===== src/sv/csu_pkg.sv =====
`default_nettype none

package csu_pkg;

  // Longest vector that is accumulated; further pairs only raise the overflow flag.
  localparam int unsigned MAX_LENGTH = 4096;

  // Field and datapath widths.
  localparam int ELEM_W    = 16;
  localparam int PROD_W    = 2 * ELEM_W;
  localparam int ACC_W     = 44;
  localparam int CNT_W     = $clog2(MAX_LENGTH + 2);
  localparam int HALF_W    = ACC_W / 2;
  localparam int PART_W    = 2 * HALF_W;
  localparam int WIDE_W    = 2 * ACC_W;
  localparam int REM_W     = WIDE_W + 1;
  localparam int QUO_W     = 32;
  localparam int DIV_STEPS = QUO_W - 1;
  localparam int ROOT_W    = QUO_W / 2;
  localparam int SREM_W    = ROOT_W + 2;
  localparam int MUL_STEPS = 8;
  localparam int STEP_W    = 5;

  // Largest positive Q1.15 value.
  localparam logic [ROOT_W-2:0] Q_MAX = '1;

  // Job queue between the accumulator and the divider.
  localparam int JQ_DEPTH = 2;
  localparam int JQ_IDX_W = (JQ_DEPTH > 1) ? $clog2(JQ_DEPTH) : 1;
  localparam int JQ_LVL_W = $clog2(JQ_DEPTH + 1);

  // One finished vector: its sums and the overflow flag.
  typedef struct packed {
    logic signed [ACC_W-1:0] dot;
    logic [ACC_W-1:0]        sqa;
    logic [ACC_W-1:0]        sqb;
    logic                    ovf;
  } job_t;

  // One result item.
  typedef struct packed {
    logic signed [ELEM_W-1:0] sim;
    logic                     zden;
    logic                     ovf;
  } res_t;

  typedef enum logic [2:0] {
    BK_IDLE,
    BK_MUL,
    BK_PREP,
    BK_DIV,
    BK_SQRT,
    BK_DONE
  } back_state_t;

endpackage

`default_nettype wire


===== src/sv/csu_front.sv =====
`default_nettype none

module csu_front (
  input  wire logic                                clk,
  input  wire logic                                rst,
  input  wire logic                                push,
  output logic                                     full,
  input  wire logic signed [csu_pkg::ELEM_W-1:0]   elem_a,
  input  wire logic signed [csu_pkg::ELEM_W-1:0]   elem_b,
  input  wire logic                                last_pair,
  input  wire logic [csu_pkg::JQ_LVL_W-1:0]        q_level,
  output logic                                     q_push,
  output csu_pkg::job_t                            q_job
);

  logic                                  accept;
  logic [csu_pkg::CNT_W-1:0]             pair_count;
  logic [csu_pkg::CNT_W-1:0]             pair_count_next;
  logic                                  s1_valid;
  logic                                  s1_last;
  logic                                  s1_en;
  logic                                  s1_ovf;
  logic signed [csu_pkg::PROD_W-1:0]     s1_ab;
  logic signed [csu_pkg::PROD_W-1:0]     s1_aa;
  logic signed [csu_pkg::PROD_W-1:0]     s1_bb;
  logic signed [csu_pkg::ACC_W-1:0]      dot_sum;
  logic signed [csu_pkg::ACC_W-1:0]      dot_upd;
  logic [csu_pkg::ACC_W-1:0]             sq_a;
  logic [csu_pkg::ACC_W-1:0]             sq_a_upd;
  logic [csu_pkg::ACC_W-1:0]             sq_b;
  logic [csu_pkg::ACC_W-1:0]             sq_b_upd;
  logic [csu_pkg::JQ_LVL_W:0]            booked;

  // A request is refused unless a queue slot is free for every vector in flight.
  assign booked = {1'b0, q_level} + (csu_pkg::JQ_LVL_W + 1)'(s1_valid & s1_last);
  assign full   = booked >= (csu_pkg::JQ_LVL_W + 1)'(csu_pkg::JQ_DEPTH);
  assign accept = push & ~full;

  // The pair count saturates one above the limit and restarts after the last pair.
  always_comb begin
    pair_count_next = pair_count;
    if (accept) begin
      if (last_pair) begin
        pair_count_next = '0;
      end else if (pair_count <= csu_pkg::CNT_W'(csu_pkg::MAX_LENGTH)) begin
        pair_count_next = pair_count + 1'b1;
      end
    end
  end

  always_ff @(posedge clk) begin
    if (rst) begin
      pair_count <= '0;
      s1_valid   <= 1'b0;
    end else begin
      pair_count <= pair_count_next;
      s1_valid   <= accept;
    end
  end

  // Product stage: the three products of one pair, and whether it counts.
  always_ff @(posedge clk) begin
    if (accept) begin
      s1_ab   <= elem_a * elem_b;
      s1_aa   <= elem_a * elem_a;
      s1_bb   <= elem_b * elem_b;
      s1_last <= last_pair;
      s1_en   <= pair_count < csu_pkg::CNT_W'(csu_pkg::MAX_LENGTH);
      s1_ovf  <= pair_count >= csu_pkg::CNT_W'(csu_pkg::MAX_LENGTH);
    end
  end

  // Running sums including the pair in the product stage.
  always_comb begin
    dot_upd  = dot_sum;
    sq_a_upd = sq_a;
    sq_b_upd = sq_b;
    if (s1_en) begin
      dot_upd  = dot_sum + {{(csu_pkg::ACC_W - csu_pkg::PROD_W){s1_ab[csu_pkg::PROD_W-1]}}, s1_ab};
      sq_a_upd = sq_a + {{(csu_pkg::ACC_W - csu_pkg::PROD_W){1'b0}}, s1_aa};
      sq_b_upd = sq_b + {{(csu_pkg::ACC_W - csu_pkg::PROD_W){1'b0}}, s1_bb};
    end
  end

  // Accumulators clear once the last pair has been handed on.
  always_ff @(posedge clk) begin
    if (rst) begin
      dot_sum <= '0;
      sq_a    <= '0;
      sq_b    <= '0;
    end else if (s1_valid) begin
      if (s1_last) begin
        dot_sum <= '0;
        sq_a    <= '0;
        sq_b    <= '0;
      end else begin
        dot_sum <= dot_upd;
        sq_a    <= sq_a_upd;
        sq_b    <= sq_b_upd;
      end
    end
  end

  // A finished vector becomes one job for the back end.
  assign q_push    = s1_valid & s1_last;
  assign q_job.dot = dot_upd;
  assign q_job.sqa = sq_a_upd;
  assign q_job.sqb = sq_b_upd;
  assign q_job.ovf = s1_ovf;

endmodule

`default_nettype wire


===== config.mk =====
export PLATFORM = sky130hd
export DESIGN_NAME = csu_front
export DESIGN_NICKNAME = d
export VERILOG_FILES = /design/src/sv/csu_pkg.sv /design/src/sv/csu_front.sv
export SDC_FILE = /design/constraint.sdc
export NUM_CORES = 2
export LEC_CHECK = 0
export BUFFER_PORTS_ARGS = -buffer_cell sky130_fd_sc_hd__buf_2
export CAP_MARGIN = 20
export CORE_MARGIN = 1
export CORE_UTILIZATION = 59
export CTS_CLUSTER_DIAMETER = 50
export CTS_CLUSTER_SIZE = 10
export DETAILED_ROUTE_END_ITERATION = 8
export HOLD_SLACK_MARGIN = 0.02
export PLACE_DENSITY = 0.77
export SLEW_MARGIN = 20
export SYNTH_ARGS = -nofsm -noshare
export SYNTH_HDL_FRONTEND = slang
export SYNTH_SLANG_ARGS = --single-unit

===== constraint.sdc =====
create_clock -name clk -period 8.9 [get_ports clk]
set_input_delay 2.225 -clock clk [delete_from_list [all_inputs] [get_ports clk]]
set_output_delay 2.225 -clock clk [all_outputs]
set_load 0.02 [all_outputs]

Word level (Yosys, flattened, before mapping)
Index checks and enable logic that the tools add are counted.
{"block": "totals", "inputBits": 38, "register_bits": 245, "wordCells": 37, "out_inout_bits": 135}
{"block": "classes", "n_addsub": 5, "bitwise": 4, "magnitude_cmp": 4, "n_mux": 8, "multipliers": 3, "n_reduce_logical": 2}
{"op": "2-to-1 mux 44 bit", "count": 6}
{"op": "multiplier 16 x 16 -> 32 bit", "count": 3}
{"op": "adder 44 x 32 -> 44 bit", "count": 2}
{"op": "adder 44 bit", "count": 1}
{"op": "2-to-1 mux 13 bit", "count": 2}
{"op": "adder 13 x 1 -> 13 bit, second input constant", "count": 1}
{"op": ">= comparator 13 bit, second input constant", "count": 1}
{"op": "less-or-equal comparator 13 bit, second input constant", "count": 1}
{"op": "< comparator 13 bit, second input constant", "count": 1}
{"op": "adder 2 x 1 -> 3 bit", "count": 1}
{"op": "bitwise AND 1 bit", "count": 3}
{"op": ">= comparator 3 x 2 -> 1 bit, second input constant", "count": 1}
{"op": "AND reduction 2 bit", "count": 1}
{"op": "nonzero test 2 bit", "count": 1}
{"op": "inverter 1 bit", "count": 1}

Longest topological paths before layout
{"block": "logic_depth", "depth_word": 6, "depth_mapped": 26, "ltp_nobuf": 25}

Worst setup path before layout
No wires, ideal clock.
{"block": "synth_timing", "path_type": "input-to-reg", "start": "in elem_a[15] (netlist name)", "end": "reg s1_ab[31] (netlist name), data pin", "setup_ps": 260, "t_required_ps": 8640, "setup_slack_ps": 173, "n_path_buf": 2, "stages": 23, "arrival_ps": 8467, "path_cell_list": "inv_1 -> clkbuf_1 -> clkbuf_1 -> nor2_1 -> fa_1 -> fa_1 -> fa_1 -> fa_1 -> fa_1 -> inv_1 -> fa_1 -> inv_1 -> ha_1 -> and2_1 -> a221o_1 -> a21oi_1 -> o21ai_0 -> a31o_2 -> a41o_1 -> or4_1 -> a31o_2 -> a21oi_2 -> xnor2_1"}
{"block": "synth_via", "elab_chain_cells": 1}
{"element": "from (decl)", "line": "csu_front.sv:8", "rtl": "input wire logic signed [csu_pkg::ELEM_W-1:0] elem_a,"}
{"element": "multiplier 16 x 16 -> 32 bit", "line": "csu_front.sv:64", "rtl": "s1_ab <= elem_a * elem_b;"}
{"element": "to (signal assigned)", "line": "csu_front.sv:64"}
{"element": "to (decl)", "line": "csu_front.sv:23", "rtl": "logic signed [csu_pkg::PROD_W-1:0] s1_ab;"}
No other way between the ends.
A chain may end at the register's enable or synchronous reset.

Worst setup path after layout
{"block": "layout_timing", "start": "in elem_a[9] (netlist name)", "end": "reg s1_aa[30] (netlist name), data pin"}
{"block": "layout_via", "elab_chain_cells": 1}
{"element": "multiplier 16 x 16 -> 32 bit", "line": "csu_front.sv:65", "rtl": "s1_aa <= elem_a * elem_a;"}
{"element": "to (signal assigned)", "line": "csu_front.sv:65"}
{"element": "to (decl)", "line": "csu_front.sv:24", "rtl": "logic signed [csu_pkg::PROD_W-1:0] s1_aa;"}
No other way between the ends.

==> out/metrics.yaml <==
regArea_mm2: 0.00584
synthFlopType: "dfxtp_1"
start_util_pct: 59.7
cp_top_family: "adder cells"
cts_setup_buffers: 0
coreArea_mm2: 0.0716
critical_path.most_common_cell: "fa_1"
syn_avg_cell_area_um2: 9.23
die_y_um: 271
cts_tree: "built"
grt_pass1_wl_um: 172000
syn_area_mm2: 0.0428
drive_gt1_share_pct: 10.2
cts_buffers: 36
grt_usage_pct: 29.2
cp_cell_sequence: "buf_2 -> nand2_1 -> fa_1 -> fa_1 -> fa_1 -> inv_1 -> fa_1 -> fa_1 -> inv_1 -> fa_1 -> inv_1 -> ha_1 -> a21oi_1 -> o211ai_1 -> a21o_1 -> a221oi_1 -> o41ai_1 -> a21o_1 -> a311o_1 -> a31o_2 -> a21oi_1 -> xnor2_1"
synthArstFlopShare_pct: 0
cap_violations: 0
relSlewSlack_pct: 43.2
drt_pre_antenna_iters: 6
grt_overflow: 0
grt_pass1_vias: 34000
ys_seq_elements: 243
io_buffer_count: 172
clk_latency_ns: 0.55
post_drt_wl_per_cell_um: 18.1
cts.path.max_buffers: 3
drt_iter0_drc: 2373
multi_input_area_mm2: 0.0327
cts-hold-fix-buffers: 0
ys_seq_area_share_pct: 13.6
drt_wl_total_um: 104000
whs_ns: 0.504
place_hpwl_um: 84000
post_cts_resized: 0
clkSinkCount: 243
setup-tns-final_ns: 0
die_w_um: 271
cts_root_buffer: "clkbuf_16"
slowest_stage: "buf_2"
place.gp.congestion: 0.918
hold_viol: 0
ant_nets: 0
drc: 0
finalSetupViolCount: 0
worstPathRequired_ns: 9.17
synth_fp_nets: 5774
skew_ns: 0.0318
max_stage_delay_ns: 0.59
postLayoutCoreUtil_pct: 64.5
layout_commonest_cell: "inv_1"
outcome: "completed"
final_max_slew_viol_count: 0
worstSetupEndpointType: "flop"
worst_pin_slew_ns: 0.851
dieArea_mm2: 0.0736
final_cell_mix: "942 x inv_1, 730 x fa_1, 373 x nand2_1"
synth_edf_count: 97
viasPerCell: 5.66
start_kind: "input pin"
grt_max_degree: 137
arrival_ns: 8.69
cts_max_level: 2
fp-row-count: 98
syn2layout_area_growth_pct: 8.00
finalWorstPathRequiredPeriod_ns: 8.42
min_period_over_period_pct: 94.6
final.fill_count: 5788
antenna_found_initial: 3
fin_nets: 5904
clk_pin_slew_ns: 0.05
critPathMaxFanout: 34
grt_setup_unrepaired: "false"
fmax_mhz: 119
path_class: "in2reg"
vias: 32500
hp-class: "reg2reg"
io_pins: 173
yosys_warnings: 0
worstPathBufferInverterCount: 4
syn-instance-count: 4636
ys_types: 89
==> cell type report <==
cell class / count / area share (%)
multi-input combinational: 3259 / 70.8
clock buffer: 51 / 2.22
inverter: 950 / 7.72
antenna: 3 / 0.0162
sequential: 243 / 12.6
clock inverter: 14 / 0.376
tap: 950 / 2.57
timing repair buffer: 276 / 3.67
==> cell usage after synthesis (30+ instances only) <==
master    number  share of area [%]
nand2b_1      30               0.44
fa_1         730                 34
a21oi_1      177                2.1
ha_1         370                 11
a31oi_1       31               0.45
nor2_1       272                2.4
xnor2_1      179                3.7
inv_1        943                8.3
clkbuf_1     177                1.6
nand2_1      373                3.3
nor3_1        30               0.35
a22oi_1       54               0.95
a21o_1       116                2.0
edfxtp_1      97                6.8
mux2_2        96                2.5
nor2b_1       30               0.44
nand3_1       62               0.73
and2_1       192                2.8
a22o_1        51                1.0
o21ai_0       98                1.1
xor2_1        77                1.6
dfxtp_1      146                6.8
==> final timing paths <==
path,start,to,slack (ns),depth (start not counted)
worst max-delay path,elem_a[9],s1_aa[30],0.48,22
worst min-delay path,sq_a[13],sq_a[13],0.50,2
worst min register to register,sq_a[13],sq_a[13],0.50,2
worst max register to register,s1_aa[2],sq_a[40],5.13,11
==> state kept, by name (all words and copies together), names as in the netlist <==
name / count
dot_sum: 44
pair_count: 13
s1_aa: 31
s1_ab: 32
s1_bb: 31
s1_en: 1
s1_last: 1
s1_ovf: 1
s1_valid: 1
sq_a: 44
sq_b: 44
==> through the flow <==
step                instance area (um^2)  worst slack (ns)  cells
finish                             46200             0.484   5746
global route                       46200             0.147   5745
CTS                                46200             0.551   5742
detailed placement                 45000           -0.0159   5677
global placement                   45000             0.162   5677
floorplan                          42800             0.173   4636
==> worst reg2reg max path: stages, from the launching register on <==
cell and delay, ns:
edfxtp_1 0.44, ha_1 0.36, a21o_1 0.12, a21oi_1 0.09
o21bai_1 0.15, a21oi_1 0.15, nor4_1 0.62, o21bai_1 0.28
nand3_1 0.52, nand2_1 0.28, or4_1 0.55, a21oi_1 0.13
==> cell families (layout without fill, tap and decap cells) <==
logic type / count (synthesis) / in the layout / synth area share (%)
flip-flops: 243 / 243 / 13.6
AO/OA/AOI/OAI: 698 / 698 / 11.2
other: 0 / 3 / 0
XOR/XNOR: 256 / 256 / 5.24
multiplexers: 101 / 101 / 2.64
buffers and inverters: 1134 / 1291 / 9.97
adder cells (fa/ha/maj): 1100 / 1100 / 45.0
AND/OR/NAND/NOR: 1104 / 1104 / 12.3
==> metal layers <==
layer	wire length, um	track usage [%]
met1	44600	39.7
met2	49900	49.2
met3	6690	3.79
met4	2980	8.09
met5	13	0
Power is not shown: default switching activity piles up to over one toggle a cycle in this logic, so the estimate is an artifact.
