===== src/sv/csu_pkg.sv =====
`default_nettype none

package csu_pkg;

  // Longest vector that is accumulated; further pairs only raise the overflow flag.
  localparam int unsigned MAX_LENGTH = 4096;

  // Field and datapath widths.
  localparam int ELEM_W    = 16;
  localparam int PROD_W    = 2 * ELEM_W;
  localparam int ACC_W     = 44;
  localparam int CNT_W     = $clog2(MAX_LENGTH + 2);
  localparam int HALF_W    = ACC_W / 2;
  localparam int PART_W    = 2 * HALF_W;
  localparam int WIDE_W    = 2 * ACC_W;
  localparam int REM_W     = WIDE_W + 1;
  localparam int QUO_W     = 32;
  localparam int DIV_STEPS = QUO_W - 1;
  localparam int ROOT_W    = QUO_W / 2;
  localparam int SREM_W    = ROOT_W + 2;
  localparam int MUL_STEPS = 8;
  localparam int STEP_W    = 5;

  // Largest positive Q1.15 value.
  localparam logic [ROOT_W-2:0] Q_MAX = '1;

  // Job queue between the accumulator and the divider.
  localparam int JQ_DEPTH = 2;
  localparam int JQ_IDX_W = (JQ_DEPTH > 1) ? $clog2(JQ_DEPTH) : 1;
  localparam int JQ_LVL_W = $clog2(JQ_DEPTH + 1);

  // One finished vector: its sums and the overflow flag.
  typedef struct packed {
    logic signed [ACC_W-1:0] dot;
    logic [ACC_W-1:0]        sqa;
    logic [ACC_W-1:0]        sqb;
    logic                    ovf;
  } job_t;

  // One result item.
  typedef struct packed {
    logic signed [ELEM_W-1:0] sim;
    logic                     zden;
    logic                     ovf;
  } res_t;

  typedef enum logic [2:0] {
    BK_IDLE,
    BK_MUL,
    BK_PREP,
    BK_DIV,
    BK_SQRT,
    BK_DONE
  } back_state_t;

endpackage

`default_nettype wire


===== src/sv/csu_back.sv =====
`default_nettype none

module csu_back (
  input  wire logic              clk,
  input  wire logic              rst,
  input  wire logic              job_valid,
  input  wire csu_pkg::job_t     job,
  output logic                   job_pop,
  output logic                   out_valid,
  output csu_pkg::res_t          out_res,
  input  wire logic              out_pop
);

  csu_pkg::back_state_t              state;
  csu_pkg::back_state_t              state_next;
  logic                              out_load;
  logic [csu_pkg::STEP_W-1:0]        step;
  logic                              neg;
  logic                              ovf;
  logic                              zden;
  logic [csu_pkg::ACC_W-1:0]         mag;
  logic [csu_pkg::ACC_W-1:0]         sqa;
  logic [csu_pkg::ACC_W-1:0]         sqb;
  logic [csu_pkg::HALF_W-1:0]        x_op;
  logic [csu_pkg::HALF_W-1:0]        y_op;
  logic [csu_pkg::PART_W-1:0]        part;
  logic [2:0]                        part_sel;
  logic [csu_pkg::WIDE_W-1:0]        part_sh;
  logic [csu_pkg::WIDE_W-1:0]        p_acc;
  logic [csu_pkg::WIDE_W-1:0]        d_acc;
  logic [csu_pkg::REM_W-1:0]         rem;
  logic [csu_pkg::REM_W-1:0]         divisor;
  logic [csu_pkg::QUO_W-1:0]         quo;
  logic [csu_pkg::SREM_W-1:0]        srem;
  logic [csu_pkg::SREM_W-1:0]        srem_try;
  logic [csu_pkg::SREM_W-1:0]        trial;
  logic [csu_pkg::ROOT_W-1:0]        root;
  logic [csu_pkg::ROOT_W-2:0]        q_mag;
  logic signed [csu_pkg::ELEM_W-1:0] sim;
  logic                              mul_last;
  logic                              p_small;

  assign mul_last = step == csu_pkg::STEP_W'(csu_pkg::MUL_STEPS);
  assign p_small  = p_acc <= csu_pkg::WIDE_W'(1);

  // State register.
  always_ff @(posedge clk) begin
    if (rst) begin
      state <= csu_pkg::BK_IDLE;
    end else begin
      state <= state_next;
    end
  end

  // Sequencer: multiply, divide and root unless the denominator is zero, then hand the result on.
  always_comb begin
    state_next = state;
    job_pop    = 1'b0;
    out_load   = 1'b0;
    case (state)
      csu_pkg::BK_IDLE: begin
        if (job_valid) begin
          job_pop    = 1'b1;
          state_next = csu_pkg::BK_MUL;
        end
      end
      csu_pkg::BK_MUL: begin
        if (mul_last) begin
          state_next = csu_pkg::BK_PREP;
        end
      end
      csu_pkg::BK_PREP: begin
        state_next = p_small ? csu_pkg::BK_DONE : csu_pkg::BK_DIV;
      end
      csu_pkg::BK_DIV: begin
        if (step == '0) begin
          state_next = csu_pkg::BK_SQRT;
        end
      end
      csu_pkg::BK_SQRT: begin
        if (step == '0) begin
          state_next = csu_pkg::BK_DONE;
        end
      end
      csu_pkg::BK_DONE: begin
        if (~out_valid | out_pop) begin
          out_load   = 1'b1;
          state_next = csu_pkg::BK_IDLE;
        end
      end
      default: begin
        state_next = csu_pkg::BK_IDLE;
      end
    endcase
  end

  // Partial-product operands: four for the magnitude product, four for the dot square.
  always_comb begin
    if (step[2]) begin
      x_op = step[0] ? mag[csu_pkg::ACC_W-1:csu_pkg::HALF_W] : mag[csu_pkg::HALF_W-1:0];
      y_op = step[1] ? mag[csu_pkg::ACC_W-1:csu_pkg::HALF_W] : mag[csu_pkg::HALF_W-1:0];
    end else begin
      x_op = step[0] ? sqa[csu_pkg::ACC_W-1:csu_pkg::HALF_W] : sqa[csu_pkg::HALF_W-1:0];
      y_op = step[1] ? sqb[csu_pkg::ACC_W-1:csu_pkg::HALF_W] : sqb[csu_pkg::HALF_W-1:0];
    end
  end

  // Place the registered partial product by the halves it came from.
  always_comb begin
    case ({part_sel[1], part_sel[0]})
      2'b00:   part_sh = csu_pkg::WIDE_W'(part);
      2'b11:   part_sh = csu_pkg::WIDE_W'(part) << (2 * csu_pkg::HALF_W);
      default: part_sh = csu_pkg::WIDE_W'(part) << csu_pkg::HALF_W;
    endcase
  end

  // Division and square-root step terms.
  assign divisor  = {1'b0, p_acc};
  assign srem_try = {srem[csu_pkg::SREM_W-3:0], quo[csu_pkg::QUO_W-1:csu_pkg::QUO_W-2]};
  assign trial    = {root, 2'b01};

  // Clamp the root to Q1.15 and apply the sign of the dot product.
  always_comb begin
    q_mag = root[csu_pkg::ROOT_W-1] ? csu_pkg::Q_MAX : root[csu_pkg::ROOT_W-2:0];
    if (zden) begin
      sim = '0;
    end else if (neg) begin
      sim = -$signed({1'b0, q_mag});
    end else begin
      sim = $signed({1'b0, q_mag});
    end
  end

  // Datapath registers.
  always_ff @(posedge clk) begin
    case (state)
      csu_pkg::BK_IDLE: begin
        if (job_valid) begin
          neg   <= job.dot[csu_pkg::ACC_W-1];
          mag   <= job.dot[csu_pkg::ACC_W-1] ? csu_pkg::ACC_W'(-job.dot) : job.dot;
          sqa   <= job.sqa;
          sqb   <= job.sqb;
          ovf   <= job.ovf;
          p_acc <= '0;
          d_acc <= '0;
          step  <= '0;
        end
      end
      csu_pkg::BK_MUL: begin
        if (!mul_last) begin
          part     <= x_op * y_op;
          part_sel <= step[2:0];
        end
        if (step != '0) begin
          if (part_sel[2]) begin
            d_acc <= d_acc + part_sh;
          end else begin
            p_acc <= p_acc + part_sh;
          end
        end
        step <= step + 1'b1;
      end
      csu_pkg::BK_PREP: begin
        zden <= p_small;
        rem  <= {1'b0, d_acc};
        quo  <= '0;
        step <= csu_pkg::STEP_W'(csu_pkg::DIV_STEPS - 1);
      end
      csu_pkg::BK_DIV: begin
        // One quotient bit of dot^2 * 2^30 / (sqa * sqb) per cycle.
        if (rem >= divisor) begin
          rem <= (rem - divisor) << 1;
          quo <= {quo[csu_pkg::QUO_W-2:0], 1'b1};
        end else begin
          rem <= rem << 1;
          quo <= {quo[csu_pkg::QUO_W-2:0], 1'b0};
        end
        if (step == '0) begin
          srem <= '0;
          root <= '0;
          step <= csu_pkg::STEP_W'(csu_pkg::ROOT_W - 1);
        end else begin
          step <= step - 1'b1;
        end
      end
      csu_pkg::BK_SQRT: begin
        // One root bit per cycle, two radicand bits brought down.
        if (srem_try >= trial) begin
          srem <= srem_try - trial;
          root <= {root[csu_pkg::ROOT_W-2:0], 1'b1};
        end else begin
          srem <= srem_try;
          root <= {root[csu_pkg::ROOT_W-2:0], 1'b0};
        end
        quo  <= quo << 2;
        step <= step - 1'b1;
      end
      default: begin
      end
    endcase
  end

  // Result register: holds a result until it is taken.
  always_ff @(posedge clk) begin
    if (rst) begin
      out_valid <= 1'b0;
    end else if (out_load) begin
      out_valid <= 1'b1;
    end else if (out_pop) begin
      out_valid <= 1'b0;
    end
  end

  always_ff @(posedge clk) begin
    if (out_load) begin
      out_res.sim  <= sim;
      out_res.zden <= zden;
      out_res.ovf  <= ovf;
    end
  end

endmodule

`default_nettype wire


===== config.mk =====
export PLATFORM = sky130hd
export DESIGN_NAME = csu_back
export DESIGN_NICKNAME = d
export VERILOG_FILES = /design/src/sv/csu_pkg.sv /design/src/sv/csu_back.sv
export SDC_FILE = /design/constraint.sdc
export NUM_CORES = 2
export LEC_CHECK = 0
export BUFFER_PORTS_ARGS = -buffer_cell sky130_fd_sc_hd__buf_2
export CORE_MARGIN = 1.5
export CORE_UTILIZATION = 40
export CTS_CLUSTER_DIAMETER = 30
export CTS_CLUSTER_SIZE = 10
export DETAILED_ROUTE_END_ITERATION = 10
export PLACE_DENSITY = 0.55
export SLEW_MARGIN = 20
export SYNTH_ARGS = -nofsm -noshare
export SYNTH_HDL_FRONTEND = slang
export SYNTH_SLANG_ARGS = --single-unit

===== constraint.sdc =====
create_clock -name clk -period 21.6 [get_ports clk]
set_clock_uncertainty 0.05 [all_clocks]
set_input_delay 4.32 -clock clk [delete_from_list [all_inputs] [get_ports clk]]
set_output_delay 4.32 -clock clk [all_outputs]
set_load 0.02 [all_outputs]

After elaboration in Yosys (flattened, before gate mapping)
Index checks and enable logic that the tools add are counted.
Widths: inputs -> output; s select.
{"block": "classes", "n_eq_ne": 15, "n_mux": 43, "magnitude_cmp": 3, "reduce_logical": 18, "addsub": 8, "mul": 1, "bitwise_logic": 4}
{"operator": "$pmux 88 s2", "n": 3}
{"operator": "$mux 88", "n": 5}
{"operator": "$pmux 89 s2", "n": 1}
{"operator": "$add 88x88->88", "n": 2}
{"operator": "$mux 22", "n": 6}
{"operator": "$pmux 32 s3", "n": 1}
{"operator": "$ge 89x88->1", "n": 1}
{"operator": "$mux 89", "n": 1}
{"operator": "$le 88x1->1 const B", "n": 1}
{"operator": "$sub 88x88->88", "n": 1}
{"operator": "$pmux 16 s2", "n": 2}
{"operator": "$mux 16", "n": 3}
{"operator": "$mul 22x22->44", "n": 1}
{"operator": "$neg 44->44", "n": 1}
{"operator": "$mux 43", "n": 1}
{"operator": "$mux 15", "n": 2}
{"operator": "$pmux 5 s5", "n": 1}
{"operator": "$ge 18x18->1", "n": 1}
{"operator": "$mux 3", "n": 6}
{"operator": "$pmux 3 s6", "n": 1}
{"operator": "$ne 2x2->1 const B", "n": 8}
{"operator": "$neg 15->16", "n": 1}
{"operator": "$sub 16x16->16", "n": 1}
{"operator": "$mux 5", "n": 2}
{"operator": "other kinds (20)", "n": 39}
{"block": "totals", "inputBits": 137, "output_inout_bits": 20, "word_cells": 114, "ff_bits": 538}

Logic depth before layout (Yosys ltp)
{"block": "logic_depth", "ltp_word": 6, "depth_mapped": 35, "mapped_depth_nobuf": 31}

Worst setup path after synthesis
Ideal clock, no wire load.
{"block": "synth_path", "kind": "input to output", "start": "in job_valid", "end": "out job_pop", "setup_slack_ns": 2.829, "required_time_ns": 17.230, "stages": 1, "arrival_time_ns": 14.401, "cell_sequence": "nor3b_1"}
{"block": "synth_between", "elab_chain_len": 2}
{"element": "start, declared", "line": "csu_back.sv:6", "source": "input wire logic job_valid,"}
{"element": "$mux 1", "line": "csu_back.sv:62", "source": "if (job_valid) begin"}
{"element": "$mux 1", "line": "csu_back.sv:60", "source": "case (state)"}
{"element": "end, declared", "line": "csu_back.sv:8", "source": "output logic job_pop,"}
No other way between the ends.

Worst setup path in the final report
Same ends and word-level chain as after synthesis.

==> out/qor.csv <==
stage,metric,value,unit
logic_synthesis,synthArstFlopShare,0,%
critical_path,rr_worst_depth,26,
grt,grt_pass1_wl,281,mm
critical_path,critPathLaunch,job_valid,
placement,dpl_cell_area,0.0585,mm²
clock_network,cts_setup_buffers,0,
finish,final_common_cell,nand2_1,
critical_path,cp-end-kind,primary output,
critical_path,crit_path_top_delay_cell,buf_12,
timing,hold_viol_final,0,
drt,wl_per_cell,22.4,µm
timing,tightestPinTransition,1.21,ns
drt,ant_nets,0,
timing,max-slew-margin-rel,18.6,%
placement,gp_congestion,0.937,
clock_network,cts_tree,yes,
critical_path,path_depth,4,
critical_path,crit_family,buffers and inverters,
die,die_width,377,µm
die,start_util,40.3,%
logic_synthesis,synthFlopType,edfxtp_1,
clock_network,worstSkewPairLatency,0.80,ns
critical_path,r2r-start,step[0]$_DFFE_PP_,
finish,ff_latch_area,0.0161,mm²
placement,hpwlAfterDp,148,mm
die,ios,157,
critical_path,slowest_delay,0.48,ns
clock_network,cts_max_level,4,
critical_path,crit_required,17.23,ns
clock_network,holdBufCountCts,0,
logic_synthesis,seq_area_frac_synth,28.7,%
logic_synthesis,yosysUniqueCellTypes,90,
timing,timing.hold.ws,0.384,ns
drt,viasPerCell,5.65,
critical_path,crit_type,input pin to primary output,
die,die_h,377,µm
finish,multi_input_area,0.0365,mm²
critical_path,r2r-end,part[41]$_DFFE_PP_,
clock_network,cts_root_buf,clkbuf_16,
critical_path,path_cells,"buf_2, nor3b_2, buf_12, buf_2",
clock_network,ctsResizeCount,0,
timing,rsz0062_at_grt,false,
finish,fin_area,0.0639,mm²
critical_path,crit_top_cell,buf_2,
timing,period_needed,9.98,ns
clock_network,numCtsBuffers,159,
finish,layout_common_cells,"nand2_1 (653), inv_1 (632), nor2_1 (632)",
timing,fin_tns_setup,0,ns
grt,antenna_found_initial,1,
run_status,status,completed,
critical_path,start_kind,input pin,
timing,timing.final.max_slew_violations,0,
clock_network,cts_buffer_depth,3,
finish,layout.nets,7288,
critical_path,r2r_slack,12.50,ns
logic_synthesis,synth_area_per_cell,8.98,µm²
finish,nFillCells,13500,
critical_path,cp.arrival,5.61,ns
logic_synthesis,synthesis.nets,7233,
die,core_area,0.139,mm²
drt,route.detailed.drc,0,
grt,grt_pass1_vias,45900,
finish,drive_above_1_share,8.61,%
finish,syn_to_final_growth,13.8,%
drt,finalWirelength,186,mm
logic_synthesis,synth_edf_count,534,
logic_synthesis,syn_area,0.0561,mm²
placement,port-buffer-count,156,
grt,grt.overflow.total,0,
logic_synthesis,synth_warnings,0,
clock_network,clkTransAtPathRegs,0.04,ns
run,cap_violations,0,
finish,diodes,0,
die,row_count,137,
timing,max_freq,100,MHz
grt,grt_max_degree,138,
critical_path,cp-endpoint,job_pop,
die,dieArea,0.142,mm²
timing,fin_crit_sh,46.2,%
logic_synthesis,syn_inst,6250,
critical_path,critPathMaxFanout,137,
grt,track_usage,26.0,%
timing,setup_viol,0,
drt,dr.pass1.iters,6,
drt,vias,46900,
drt,drtIter0Drc,4152,
min_path,hold_class,flop to flop,
clock_network,cts.sinks,538,
logic_synthesis,synth.ff_latch_count,538,
critical_path,path_buf_inv,3,
-- area by class of cell --
class	instances	share of cell area (%)
clock inverters	114	1.98
inverters	634	3.73
well taps	1876	3.68
flip-flops and latches	538	25.2
multi-input cells	4761	57.2
clock buffers	176	6.33
repair buffers	211	1.89
-- logic make-up after synthesis --
group                    Yosys count  share of synthesized area, %
buffers and inverters            951                          6.40
multiplexers                     119                          2.57
flip-flops                       538                          28.7
adder cells (fa/ha/maj)          846                          24.2
AND/OR/NAND/NOR                 1991                          16.3
XOR/XNOR                         321                          5.01
AO/OA/AOI/OAI                   1484                          16.7
-- flip-flops by register name, summed over array words and instances (netlist names), 18 cells and up --
| register | flops |
|---|---|
| part | 44 |
| rem | 89 |
| sqa | 44 |
| quo | 32 |
| out_res | 18 |
| d_acc | 88 |
| mag | 44 |
| p_acc | 88 |
| sqb | 44 |
-- cells in the mapped netlist (109+ instances only) --
library cell	count	area (µm²)
nand2_1	654	2450
inv_1	633	2380
nor2_1	633	2380
edfxtp_1	534	16000
a21oi_1	459	2300
ha_1	446	5580
fa_1	400	8010
clkbuf_1	276	1040
o21ai_0	249	1250
xnor2_1	213	1870
a21o_1	147	1100
nand4_1	125	782
and2_1	121	757
o21ai_1	109	546
-- worst min-delay path by stage --
stage	end	from	slack (ns)	depth (start not counted)
after floorplan	out_res[0]$_DFFE_PP_	ovf$_DFFE_PP_	0.35	0
after global placement	out_res[0]$_DFFE_PP_	ovf$_DFFE_PP_	0.36	0
after detailed placement	out_res[0]$_DFFE_PP_	ovf$_DFFE_PP_	0.36	0
after CTS	out_res[0]$_DFFE_PP_	ovf$_DFFE_PP_	0.38	0
after global routing	out_res[0]$_DFFE_PP_	ovf$_DFFE_PP_	0.38	0
final	out_res[0]$_DFFE_PP_	ovf$_DFFE_PP_	0.38	0
-- per-layer routing --
| layer | GRT usage [%] | part of all wire (%) | vias to the layer above |
|---|---|---|---|
| met1 | 37.2 | 46 | 23000 |
| li1 | - | - | 22000 |
| met2 | 39.3 | 44 | 1617 |
| met4 | 10.7 | 4.2 | 0 |
| met5 | 0 | 0 | - |
| met3 | 3.67 | 5.8 | 335 |
-- worst register-to-register path: stages (launching register included) --
cell and delay [ns]:
edfxtp_1 0.31, buf_4 0.58, mux2_2 0.48, o21ai_1 0.85
nor2_1 0.16, fa_1 0.54, fa_1 0.51, inv_1 0.05
fa_1 0.52, inv_1 0.05, fa_1 0.53, fa_1 0.46
fa_1 0.56, inv_1 0.06, fa_1 0.56, inv_1 0.05
ha_1 0.34, a21oi_1 0.15, o21ai_0 0.13, a211oi_1 0.51
o311a_1 0.29, nor2_1 0.07, a211o_1 0.29, a31o_2 0.26
a21o_1 0.18, a21oi_1 0.17, xnor2_1 0.09
-- per-stage QoR --
| step | std cells | util (%) | worst slack, ns |
|---|---|---|---|
| floorplan | 6250 | - | 2.83 |
| finish | 8310 | 45.8 | 11.62 |
| detailed placement | 8020 | 42.0 | 11.64 |
| global route | 8310 | 45.8 | 11.55 |
| CTS | 8310 | 45.8 | 11.64 |
| global placement | 8020 | 42.0 | 11.67 |
Power is not shown: default switching activity piles up to over one toggle a cycle in this logic, so the estimate is an artifact.
