`src/sv/csu_pkg.sv`:
```
`default_nettype none

package csu_pkg;

  // Longest vector that is accumulated; further pairs only raise the overflow flag.
  localparam int unsigned MAX_LENGTH = 4096;

  // Field and datapath widths.
  localparam int ELEM_W    = 16;
  localparam int PROD_W    = 2 * ELEM_W;
  localparam int ACC_W     = 44;
  localparam int CNT_W     = $clog2(MAX_LENGTH + 2);
  localparam int HALF_W    = ACC_W / 2;
  localparam int PART_W    = 2 * HALF_W;
  localparam int WIDE_W    = 2 * ACC_W;
  localparam int REM_W     = WIDE_W + 1;
  localparam int QUO_W     = 32;
  localparam int DIV_STEPS = QUO_W - 1;
  localparam int ROOT_W    = QUO_W / 2;
  localparam int SREM_W    = ROOT_W + 2;
  localparam int MUL_STEPS = 8;
  localparam int STEP_W    = 5;

  // Largest positive Q1.15 value.
  localparam logic [ROOT_W-2:0] Q_MAX = '1;

  // Job queue between the accumulator and the divider.
  localparam int JQ_DEPTH = 2;
  localparam int JQ_IDX_W = (JQ_DEPTH > 1) ? $clog2(JQ_DEPTH) : 1;
  localparam int JQ_LVL_W = $clog2(JQ_DEPTH + 1);

  // One finished vector: its sums and the overflow flag.
  typedef struct packed {
    logic signed [ACC_W-1:0] dot;
    logic [ACC_W-1:0]        sqa;
    logic [ACC_W-1:0]        sqb;
    logic                    ovf;
  } job_t;

  // One result item.
  typedef struct packed {
    logic signed [ELEM_W-1:0] sim;
    logic                     zden;
    logic                     ovf;
  } res_t;

  typedef enum logic [2:0] {
    BK_IDLE,
    BK_MUL,
    BK_PREP,
    BK_DIV,
    BK_SQRT,
    BK_DONE
  } back_state_t;

endpackage

`default_nettype wire

```
`src/sv/csu_job_queue.sv`:
```
`default_nettype none

module csu_job_queue (
  input  wire logic                          clk,
  input  wire logic                          rst,
  input  wire logic                          wr_en,
  input  wire csu_pkg::job_t                 wr_job,
  input  wire logic                          rd_en,
  output logic                               rd_valid,
  output csu_pkg::job_t                      rd_job,
  output logic [csu_pkg::JQ_LVL_W-1:0]       level
);

  csu_pkg::job_t                  entries [csu_pkg::JQ_DEPTH];
  logic [csu_pkg::JQ_IDX_W-1:0]   wr_ptr;
  logic [csu_pkg::JQ_IDX_W-1:0]   rd_ptr;
  logic                           do_wr;
  logic                           do_rd;

  assign rd_valid = level != '0;
  assign rd_job   = entries[rd_ptr];
  assign do_wr    = wr_en & (level != csu_pkg::JQ_LVL_W'(csu_pkg::JQ_DEPTH));
  assign do_rd    = rd_en & rd_valid;

  // Storage is written in order; the head is read from the read pointer.
  always_ff @(posedge clk) begin
    if (do_wr) begin
      entries[wr_ptr] <= wr_job;
    end
  end

  // Pointers wrap at the depth; the level tracks occupancy.
  always_ff @(posedge clk) begin
    if (rst) begin
      wr_ptr <= '0;
      rd_ptr <= '0;
      level  <= '0;
    end else begin
      if (do_wr) begin
        wr_ptr <= (wr_ptr == csu_pkg::JQ_IDX_W'(csu_pkg::JQ_DEPTH - 1)) ? '0 : wr_ptr + 1'b1;
      end
      if (do_rd) begin
        rd_ptr <= (rd_ptr == csu_pkg::JQ_IDX_W'(csu_pkg::JQ_DEPTH - 1)) ? '0 : rd_ptr + 1'b1;
      end
      if (do_wr & ~do_rd) begin
        level <= level + 1'b1;
      end else if (do_rd & ~do_wr) begin
        level <= level - 1'b1;
      end
    end
  end

endmodule

`default_nettype wire

```
`config.mk`:
```
export PLATFORM = sky130hd
export DESIGN_NAME = csu_job_queue
export DESIGN_NICKNAME = d
export VERILOG_FILES = /design/src/sv/csu_pkg.sv /design/src/sv/csu_job_queue.sv
export SDC_FILE = /design/constraint.sdc
export NUM_CORES = 1
export LEC_CHECK = 0
export BUFFER_PORTS_ARGS = -buffer_cell sky130_fd_sc_hd__buf_2
export CAP_MARGIN = 10
export CELL_PAD_IN_SITES_DETAIL_PLACEMENT = 1
export CELL_PAD_IN_SITES_GLOBAL_PLACEMENT = 2
export CORE_MARGIN = 2
export CORE_UTILIZATION = 35
export DETAILED_ROUTE_END_ITERATION = 16
export PLACE_DENSITY_LB_ADDON = 0.1
export RECOVER_POWER = 25
export SLEW_MARGIN = 25
export SYNTH_ARGS = -nofsm -noshare
export SYNTH_HDL_FRONTEND = slang
export SYNTH_SLANG_ARGS = --single-unit
```
`constraint.sdc`:
```
create_clock -name clk -period 6.65 [get_ports clk]
set_input_delay 0.665 -clock clk [delete_from_list [all_inputs] [get_ports clk]]
set_output_delay 0.665 -clock clk [all_outputs]
set_load 0.03 [all_outputs]
```
### Yosys cells after proc, flatten, opt, wreduce, memory -nomap -nowiden

Memory sizes are Yosys's and may differ from the RTL's. A register that Yosys moved wholly into a read port is not among the register bits.
Cells that the tools add are included.

| word-level totals | value |
|---|---|
| register bits after elaboration | 4 |
| memory bits (writable) | 266 |
| memories | 1 |

| operators by class | value |
|---|---|
| add/subtract/negate cells | 4 |
| equal/unequal tests | 1 |
| muxes and demuxes | 8 |
| bitwise logic cells | 6 |
| reductions and logical operators | 2 |

Memories:

| name | depth | bits a word | read ports | clocked after Yosys merged registers in | write ports | line | source |
|---|---|---|---|---|---|---|---|
| entries | 2 | 133 | 1 | 1 | 1 | csu_job_queue.sv:14 | `csu_pkg::job_t entries [csu_pkg::JQ_DEPTH];` |

Operator list:

| cell | count |
|---|---|
| $mux W1 | 6 |
| $and A1 B1 Y1 | 4 |
| $mux W2 | 2 |
| $reduce_bool A2 Y1 | 2 |
| $add A1 B1 Y1 const B | 2 |
| $add A2 B1 Y2 const B | 1 |
| $ne A2 B2 Y1 const B | 1 |
| $not A1 Y1 | 2 |
| $sub A2 B1 Y2 const B | 1 |

### Longest topological paths before layout

Gate-level depths: netlist of run 1.

| depth | value |
|---|---|
| depth in word-level cells | 6 |
| mapped depth | 7 |
| gate-level depth less buffers | 7 |

### Worst setup path after synthesis of run 1

Ideal clock, no wire load.

| path | value |
|---|---|
| kind | register to register |
| start point | reg level[0] (netlist bit) |
| end point | mem entries[1][0] (netlist bit) (enable) |
| setup time | 0.627 ns |
| data arrival time | 6.374 ns |
| data required time | 6.023 ns |
| path slack | -0.351 ns |
| stages on the path, launching flop included | 4 |
| buffers on the path | 0 |
| clock period less this slack | 7.001 ns |
| path through | dfxtp_1 > nand2b_1 > nand2_1 > nor2_1 |

| between the ends | value |
|---|---|
| longest elaborated chain between the ends | 4 |

Ends and longest elaborated chain:

| what | line | source |
|---|---|---|
| from (decl) | csu_job_queue.sv:11 | `output logic [csu_pkg::JQ_LVL_W-1:0] level` |
| from (signal assigned) | csu_job_queue.sv:46 | `level <= level + 1'b1;` |
| from (signal assigned) | csu_job_queue.sv:48 | `level <= level - 1'b1;` |
| $ne A2 B2 Y1 | csu_job_queue.sv:22 | `assign do_wr = wr_en & (level != csu_pkg::JQ_LVL_W'(csu_pkg::JQ_DEPTH));` |
| $and A1 B1 Y1 | csu_job_queue.sv:22 |  |
| $mux W1 | csu_job_queue.sv:27 | `if (do_wr) begin` |
| $mux W1 (not written as such) | csu_job_queue.sv:28 | `entries[wr_ptr] <= wr_job;` |
| to (decl) | csu_job_queue.sv:14 |  |

Every way passes these cells.

==> flow_summary.ini, run 1 <==
[clock_network]
clock-sinks = 271
post_cts_buffers = 0
clock_latency_ns = 0.53
clk_pin_slew_worst_paths_ns = 0.06
cts_tree = done
holdBufCountCts = 0
htree_levels = 1
cts_resized = 0
cts-root-buf = clkbuf_16
cts_buffer_depth = 3
cts_buffers = 29

[floorplanning]
die_x_um = 173.9
ios = 273
row_count = 62
initial_utilization_pct = 35.38
die_area_mm2 = 0.03023
dieHeight_um = 173.9
fp.coreArea_mm2 = 0.02855

[placed_design]
dp_hpwl_um = 13720
portBuffers = 272
place.gp.congestion = 0.7200
dp.cells = 1085

[yosys]
syn_nets = 578
synth_common_cells = edfxtp_1, mux2_4, mux2_2
synth_cell_types = 18
synth_top_area_share_pct = 79.09
synth.mux.area_fraction_pct = 17.43
synth-seq-cells = 271
yosysSeqAreaShare_pct = 80.08
synthSimpleGateAreaFrac_pct = 0.4212
synth.largest_area_cell = edfxtp_1
synthXorXnorAreaFrac_pct = 0.2602
synth_fa_ha_area_share_pct = 0.1239
synth_edf_count = 266
avgSynthCellArea_um2 = 22.95
syn_area_mm2 = 0.01010
async_flop_share_pct = 0
synth_cells = 440
synth_most_common_cell = edfxtp_1
synth_compound_area_share_pct = 0.2725
synth_area_leaders = edfxtp_1, mux2_4, mux2_2, buf_6, dfxtp_1
synth_top_flop_cell = edfxtp_1
synth_top_family_by_area = multiplexers
ys_warn_count = 0

[setup_path]
critical_path.max_fanout = 81
startpoint_type = register
crit_type = register to output port
cp_cell_sequence = buf_12 > mux2_2 > buf_2
endpoint_kind = output port
cp.required_ns = 5.98
slowest_stage = dfxtp_4
r2r_cells = 4
worstReg2RegStart = level[0]$_SDFFE_PP0P_
ff2ff_setup_slack_ns = 4.17
cp.arrival_ns = 2.65
regToRegEndpoint = entries[0][25]$_DFFE_PP_
max_stage_delay_ns = 0.86

[min_path]
worst_hold_path_type = input pin to register
hold_depth = 1
worstHoldEndpoint = entries[0][70]$_DFFE_PP_
min_from = wr_job[70]

[pwr]
ir_worst_vdd_mv = 0.2298
swShare_pct = 32.29
p_sw_w = 0.001711
p_per_area_mw_per_mm2 = 416.4
seqPwrFrac_pct = 42.3
clkPwrFrac_pct = 28.3
p_leak_nw = 4.748
power_frac_comb_pct = 29.5
cellInternalPower_w = 0.003586

[detailed_routing]
wl_per_cell_um = 18.36
first_iter_violations = 235
dr.pass1.iters = 4
wl_um = 20910
vias_per_cell = 4.435
drc = 0
ant_nets = 0
vias = 5052

[global_route]
gr-total-overflow = 0
grt_usage_pct = 13.47
antenna_found_initial = 4
grt_max_degree = 82
grt_first_pass_wirelength_um = 31530
first_global_vias = 5501

[sta]
tightest_slew_ns = 0.8427
finalCritPeriodShare_pct = 49.89
rsz0062_at_grt = false
fin_setup_tns_ns = 0
setup_viol_count_final = 0
finalHoldViolCount = 0
drv_slew = 0
period_minus_slack_ns = 3.318
fmax_mhz = 301.4
clock_skew_ns = 0.01284
slew_headroom_pct = 43.82
hold_ws_ns = 0.3180

[layout]
fin_util_pct = 44.57
fin_nets = 870
stdcell_count = 1139
drive_gt1_share_pct = 55.32
area_growth_syn_to_layout_pct = 25.97

[job]
drv_cap = 0

[run_status]
outcome = completed
## layer usage
layer | track usage [%] | up-vias | part of all wire (%)
li1 | - | 2328 | -
met1 | 16.67 | 2506 | 41
met2 | 22.53 | 188 | 48
met3 | 4.649 | 28 | 8.4
met4 | 3.676 | 2 | 1.8
met5 | 0 | - | 0.062
## metrics by stage
step | power, W | setup WS (ns) | instance area, µm²
after global placement | 0.003842 | 3.827 | 11870
final | 0.005297 | 3.332 | 12720
after CTS | 0.005395 | 3.239 | 12760
after floorplan | 0.003463 | 1.910 | 10100
after global routing | 0.005526 | 3.144 | 12720
after detailed placement | 0.003874 | 3.843 | 11880
## power by group through the flow
stage	clock network (W)	registers (W)	logic (W)
finish	0.00150	0.00224	0.00156
global route	0.00161	0.00227	0.00165
CTS	0.00155	0.00225	0.00160
detailed placement	0	0.00228	0.00159
global placement	0	0.00227	0.00157
floorplan	0	0.00224	0.00122
## worst max path at each step
stage | cells after the start | slack (ns) | end
final | 3 | 3.33 | rd_job[127]
after global routing | 3 | 3.14 | rd_job[127]
after CTS | 3 | 3.24 | rd_job[127]
after detailed placement | 3 | 3.84 | rd_job[127]
after global placement | 4 | 3.83 | entries[0][26]$_DFFE_PP_
after floorplan | 3 | 1.91 | entries[1][0]$_DFFE_PP_
## cells in the final DEF (no fill, tap or decap), drive strengths merged, types with 2 or more instances in the layout
cell type  synthesis  final
buf               15    241
clkinvlp           0      2
dfxtp              5      5
clkinv             0     11
mux2             133    133
inv                3      5
diode              0      3
clkbuf             0     69
edfxtp           266    266
nor2               4      4
o21ai              2      2
a21oi              2      2
bufinv             0      2
xor2               3      3
## area by class of cell
| type | instances | area (µm²) |
|---|---|---|
| Inverter | 3 | 16.27 |
| Antenna cell | 3 | 7.507 |
| Sequential cell | 271 | 8092 |
| Tap cell | 384 | 480.5 |
| Clock inverter | 17 | 137.6 |
| Clock buffer | 34 | 744.5 |
| Timing Repair Buffer | 276 | 1368 |
| Multi-Input combinational cell | 151 | 1877 |
| Fill cell | 2848 | 15830 |
## flip-flops by register name (all words and copies together), names as in the netlist, named ones only
| signal | cells |
|---|---|
| wr_ptr | 1 |
| entries | 266 |
| level | 2 |
| rd_ptr | 1 |
## worst max-delay path: cells and delay by family, from the launching register on
kind                   cells  cell delay [ns]
buffers and inverters      2             0.73
muxes                      1             0.41
DFF                        1             0.86
## kinds of logic (layout without fill, tap and decap cells)
kind of cell | count (synthesis) | in the layout
buf+inv | 18 | 330
compound gates | 5 | 5
flops | 271 | 271
xor+xnor | 3 | 3
fa+ha+maj | 1 | 1
mux | 133 | 133
other cells | 0 | 3
simple gates | 9 | 9
Power figures use the tool's default switching activity.
==> run 2: changes to the inputs <==
- ABC_AREA: not set -> 1
- clock period: 6.65 -> 2.85 ns (I/O delays scaled with it)
==> run 2 against run 1 <==
  * Routed wire length is 6.5% higher
  * Combinational power is 130% higher
  * Sequential share of layout area is 6.2 points lower
  * Final area is 11% higher
  * Die area is 0.16% higher
  * Critical endpoint is now rd_job[113]
  * Critical path depth stayed put
  * Non-clock buffer count is 135 higher
  * Synthesized cell count is 2.3% higher
  * Core utilization is 4.8 points higher
==> flow_summary.ini, run 2 <==
[run_status]
outcome = completed

[yosys]
syn_nets = 588
syn_area_mm2 = 0.01012
synth_cell_types = 14
synth_edf_count = 266
ys_warn_count = 0
avgSynthCellArea_um2 = 22.48
synth_common_cells = edfxtp_1, mux2_4, mux2_2
synth-seq-cells = 271
synth_area_leaders = edfxtp_1, mux2_4, mux2_2, buf_6, dfxtp_1
synth_top_area_share_pct = 78.96
synth.largest_area_cell = edfxtp_1
synth_most_common_cell = edfxtp_1
async_flop_share_pct = 0
synth_top_flop_cell = edfxtp_1
yosysSeqAreaShare_pct = 79.95
synth_cells = 450

[floorplanning]
die_area_mm2 = 0.03028
die_x_um = 174.0
row_count = 62
fp.coreArea_mm2 = 0.02855
dieHeight_um = 174.0
initial_utilization_pct = 35.44
ios = 273

[sta]
tightest_slew_ns = 0.4713
setup_viol_count_final = 0
slew_headroom_pct = 68.58
rsz0062_at_grt = false
clock_skew_ns = 0.01198
fmax_mhz = 401.8
drv_slew = 0
finalCritPeriodShare_pct = 87.32
finalHoldViolCount = 0
period_minus_slack_ns = 2.489

[clock_network]
cts_buffer_depth = 3
holdBufCountCts = 133
htree_levels = 1
clock-sinks = 271
post_cts_buffers = 0
clk_pin_slew_worst_paths_ns = 0.06
cts-root-buf = clkbuf_16
clock_latency_ns = 0.54
cts_buffers = 29
cts_tree = done
cts_resized = 0

[placed_design]
placed_cell_area_mm2 = 0.01199
portBuffers = 272
dp_hpwl_um = 14360
place.gp.congestion = 0.7246

[layout]
area_growth_syn_to_layout_pct = 39.43
final_area_mm2 = 0.01410
fill_cells = 2807
layout_common_cells = edfxtp_1, buf_2, dlygate4sd3_1
fin_nets = 1015
reg.largest.list = entries x266, level x2
regMostFlops = entries
drive_gt1_share_pct = 44.93
mostFrequentLayoutCell = edfxtp_1
largest_reg_flops = 266

[setup_path]
cp.required_ns = 2.57
cp.arrival_ns = 2.20
startpoint_type = register
regToRegEndpoint = level[1]$_SDFFE_PP0P_
critical_path.max_fanout = 57
max_stage_delay_ns = 0.65
critPathTopFamily = flip-flops
endpoint_kind = output port
ff2ff_setup_slack_ns = 1.38
r2r_cells = 9
crit_type = register to output port
crit_buf_inv = 2
worstReg2RegStart = level[1]$_SDFFE_PP0P_
cp_cell_sequence = buf_12 > mux2_2 > buf_2
slowest_stage = dfxtp_4

[pwr]
clkPwrFrac_pct = 27.4
finalPower_w = 0.01220
ir_worst_vdd_mv = 0.6663
cellInternalPower_w = 0.008345
power_frac_comb_pct = 29.6
p_per_area_mw_per_mm2 = 864.9
seqPwrFrac_pct = 43.0
p_sw_w = 0.003854
p_leak_nw = 5.308
swShare_pct = 31.59

[job]
drv_cap = 0

[detailed_routing]
first_iter_violations = 238
dr.pass1.iters = 4
vias = 5657
vias_per_cell = 4.409
ant_nets = 0
wl_um = 22270
drc = 0
wl_per_cell_um = 17.36

[global_route]
grt_first_pass_wirelength_um = 34870
gr-total-overflow = 0
grt_max_degree = 72
grt_usage_pct = 14.60
first_global_vias = 6360
antenna_found_initial = 1

[min_path]
worst_hold_path_type = input pin to register
hold_depth = 4
worstHoldEndpoint = level[1]$_SDFFE_PP0P_
min_from = rst
-- run 2: worst max path at each step --
| stage | startpoint | endpoint | slack, ns | depth (start not counted) |
|---|---|---|---|---|
| after floorplan | level[1]$_SDFFE_PP0P_ | entries[0][0]$_DFFE_PP_ | -0.07 | 3 |
| after global placement | register | rd_job[113] | 0.93 | 3 |
| after detailed placement | register | rd_job[113] | 0.89 | 3 |
| after CTS | register | rd_job[10] | 0.30 | 3 |
| after global routing | register | rd_job[113] | 0.21 | 3 |
| final | register | rd_job[113] | 0.36 | 3 |
-- run 2: power groups by stage --
| stage | logic, W | registers, W | clock network, W |
|---|---|---|---|
| 2_1_floorplan | 0.00260 | 0.00528 | 0 |
| 5_1_grt | 0.00383 | 0.00531 | 0.00363 |
| 6_report | 0.00361 | 0.00524 | 0.00334 |
| 3_5_place_dp | 0.00353 | 0.00534 | 0 |
| 3_3_place_gp | 0.00348 | 0.00531 | 0 |
| 4_1_cts | 0.00369 | 0.00526 | 0.00349 |
-- run 2: cell type report --
cell class / instances / area (µm²) / area share [%]
repair buffers: 411 / 2753 / 19.52
well taps: 384 / 480.5 / 3.406
multi-input cells: 156 / 1893 / 13.42
clock buffers: 34 / 744.5 / 5.278
diodes: 2 / 5.005 / 0.03548
inverters: 8 / 32.53 / 0.2306
clock inverters: 17 / 97.59 / 0.6919
flip-flops and latches: 271 / 8099 / 57.42
-- run 2: per-layer routing --
| layer | track usage (%) | part of all wire [%] | vias to the layer above | wire [µm] |
|---|---|---|---|---|
| met5 | 0 | 0 | - | 0 |
| met4 | 4.832 | 3.3 | 0 | 725 |
| met3 | 4.156 | 6.7 | 45 | 1482 |
| met2 | 25.53 | 51 | 189 | 11350 |
| met1 | 17.34 | 39 | 2787 | 8704 |
| li1 | - | - | 2636 | - |
-- run 2: cells by family (layout without fill, tap and decap cells) --
group,after synthesis,count (layout),share of synthesized area [%]
mux,133,133,17.40
simple gates,17,17,0.6804
compound gates,5,5,0.2473
fa+ha+maj,1,1,0.1237
buf+inv,23,470,1.596
flops,271,271,79.95
other cells,0,2,0
-- run 2: stage by stage --
stage / instances / hold WS, ns / setup slack [ns] / util (%) / setup TNS [ns]
6_report: 1283 / 0.03203 / 0.3613 / 49.41 / 0
5_1_grt: 1281 / 0.06654 / 0.2119 / 49.39 / 0
4_1_cts: 1281 / 0.01167 / 0.3035 / 49.60 / 0
3_5_place_dp: 1097 / 0.4764 / 0.8870 / 41.99 / 0
3_3_place_gp: 1097 / 0.4726 / 0.9298 / 41.99 / 0
2_1_floorplan: 450 / 0.3839 / -0.07175 / - / -16.54
-- run 2: tightest hold or removal path, stage by stage --
cell and delay, ns:
buf_2 0.08, inv_1 0.06, nand2_1 0.07, nor2_1 0.03
==> run 3: changes to the inputs <==
- clock period: 2.85 -> 2.2 ns (I/O delays scaled with it)
==> run 3 against run 2 <==
  * Clock skew increased by 0.0066 ns
  * Register-to-register slack got worse by 0.70 ns
  * Hold slack improved by 0.049 ns
  * Core utilization increased by 0.50 points
  * First-iteration DRC count increased by 26%
  * Global-route usage decreased by 0.069 points
  * Final area increased by 1.0%
  * Power increased by 33%
  * Critical endpoint is now rd_job[117]
==> flow_summary.ini, run 3 (synthesized netlist as in run 2, its figures left out) <==
[floorplanning]
initial_utilization_pct = 35.44
fp.coreArea_mm2 = 0.02855
die_area_mm2 = 0.03028
ios = 273
die_x_um = 174.0
dieHeight_um = 174.0
row_count = 62

[detailed_routing]
wl_um = 22470
vias_per_cell = 4.426
vias = 5719
drc = 0
ant_nets = 0
wl_per_cell_um = 17.39
dr.pass1.iters = 4
first_iter_violations = 299

[sta]
rsz0062_at_grt = false
setup_viol_count_final = 0
period_minus_slack_ns = 2.079
finalHoldViolCount = 0
tightest_slew_ns = 0.5215
clock_skew_ns = 0.01859
hold_ws_ns = 0.08098
slew_headroom_pct = 65.24
fmax_mhz = 480.9
drv_slew = 0
finalCritPeriodShare_pct = 94.51

[clock_network]
clock_latency_ns = 0.55
htree_levels = 1
clock-sinks = 271
cts_buffers = 30
cts_tree = done
clk_pin_slew_worst_paths_ns = 0.06
cts_resized = 0
cts_buffer_depth = 3
cts-root-buf = clkbuf_16

[layout]
layout_common_cells = edfxtp_1, buf_2, dlygate4sd3_1
mostFrequentLayoutCell = edfxtp_1
fin_nets = 1023
n_antenna_cell = 0
regMostFlops = entries
final_area_mm2 = 0.01425
drive_gt1_share_pct = 44.38
area_growth_syn_to_layout_pct = 40.85
reg.largest.list = entries x266, level x2
largest_reg_flops = 266
fin_util_pct = 49.91

[pwr]
finalPower_w = 0.01619
cellInternalPower_w = 0.01106
seqPwrFrac_pct = 41.7
p_per_area_mw_per_mm2 = 1136
clkPwrFrac_pct = 28.6
power_frac_comb_pct = 29.8
p_sw_w = 0.005131
swShare_pct = 31.70
ir_worst_vdd_mv = 0.6798
p_leak_nw = 5.355

[global_route]
antenna_found_initial = 0
grt_usage_pct = 14.53
gr-total-overflow = 0
grt_first_pass_wirelength_um = 34530
grt_max_degree = 84
first_global_vias = 6306

[setup_path]
endpoint_kind = output port
cp.arrival_ns = 1.86
cp.required_ns = 1.98
crit_type = register to output port
startpoint_type = register
critical_path.max_fanout = 23

[placed_design]
portBuffers = 272
place.gp.congestion = 0.7038
dp_hpwl_um = 14500
placed_cell_area_mm2 = 0.01205

[min_path]
worst_hold_path_type = input pin to register

[run_status]
outcome = completed

[job]
drv_cap = 0
==> run 3: cell types whose count changed in the layout (fill, tap and decap cells not counted), sizes merged <==
cell	delta
clkbuf	+19
buf	-12
diode	-2
dlygate4sd3	+2
clkinv	+1
clkinvlp	+1
==> run 3: stage by stage <==
stage                     TNS [ns]  setup WS (ns)  std cells
after floorplan            -189.44        -0.7217        450
after global routing             0        0.05635       1292
final                            0         0.1207       1292
after CTS                        0        0.06798       1292
after detailed placement         0         0.5492       1100
after global placement           0         0.5510       1100
==> run 3: critical path: stages, from the launching register on <==
cell and delay [ns]:
dfxtp_4 0.50, buf_12 0.25, mux2_2 0.36, buf_2 0.18
==> run 3: final timing paths <==
kind | depth (start not counted) | start | end | slack [ns]
max reg2reg | 4 | level[1]$_SDFFE_PP0P_ | entries[0][121]$_DFFE_PP_ | 0.68
max | 3 | register | rd_job[117] | 0.12
min | 4 | wr_en | wr_ptr$_SDFFE_PP0P_ | 0.08
min reg2reg | 2 | rd_ptr$_SDFFE_PP0P_ | register | 0.51
==> run 3: area by class of cell <==
class / count / area [µm²]
Clock buffer: 36 / 794.5
Multi-Input combinational cell: 156 / 1893
Inverter: 8 / 32.53
Timing Repair Buffer: 418 / 2826
Fill cell: 2801 / 14300
Sequential cell: 271 / 8099
Tap cell: 384 / 480.5
Clock inverter: 19 / 122.6
==> run 3: what timing repair did <==
action	CTS	global route
buffers inserted	2	0
hold buffers	135	0
endpoints found under the setup margin	118	0
endpoints found under the hold margin	271	0
==> run 3: layer usage <==
layer  up-vias  global-route usage, %  routed length, µm
li1       2652                      -                  -
met1      2831                  17.96               9360
met2       193                  25.12              11080
met3        43                  3.456               1403
met4         0                  4.832                625
met5         -                      0                  0
==> run 3: power by group through the flow <==
stage,clock (W),combinational (W),sequential [W]
after floorplan,0,0.00337,0.00684
after global placement,0,0.00462,0.00684
after detailed placement,0,0.00467,0.00689
after CTS,0.00479,0.00492,0.00676
after global routing,0.00495,0.00509,0.00682
final,0.00462,0.00482,0.00675
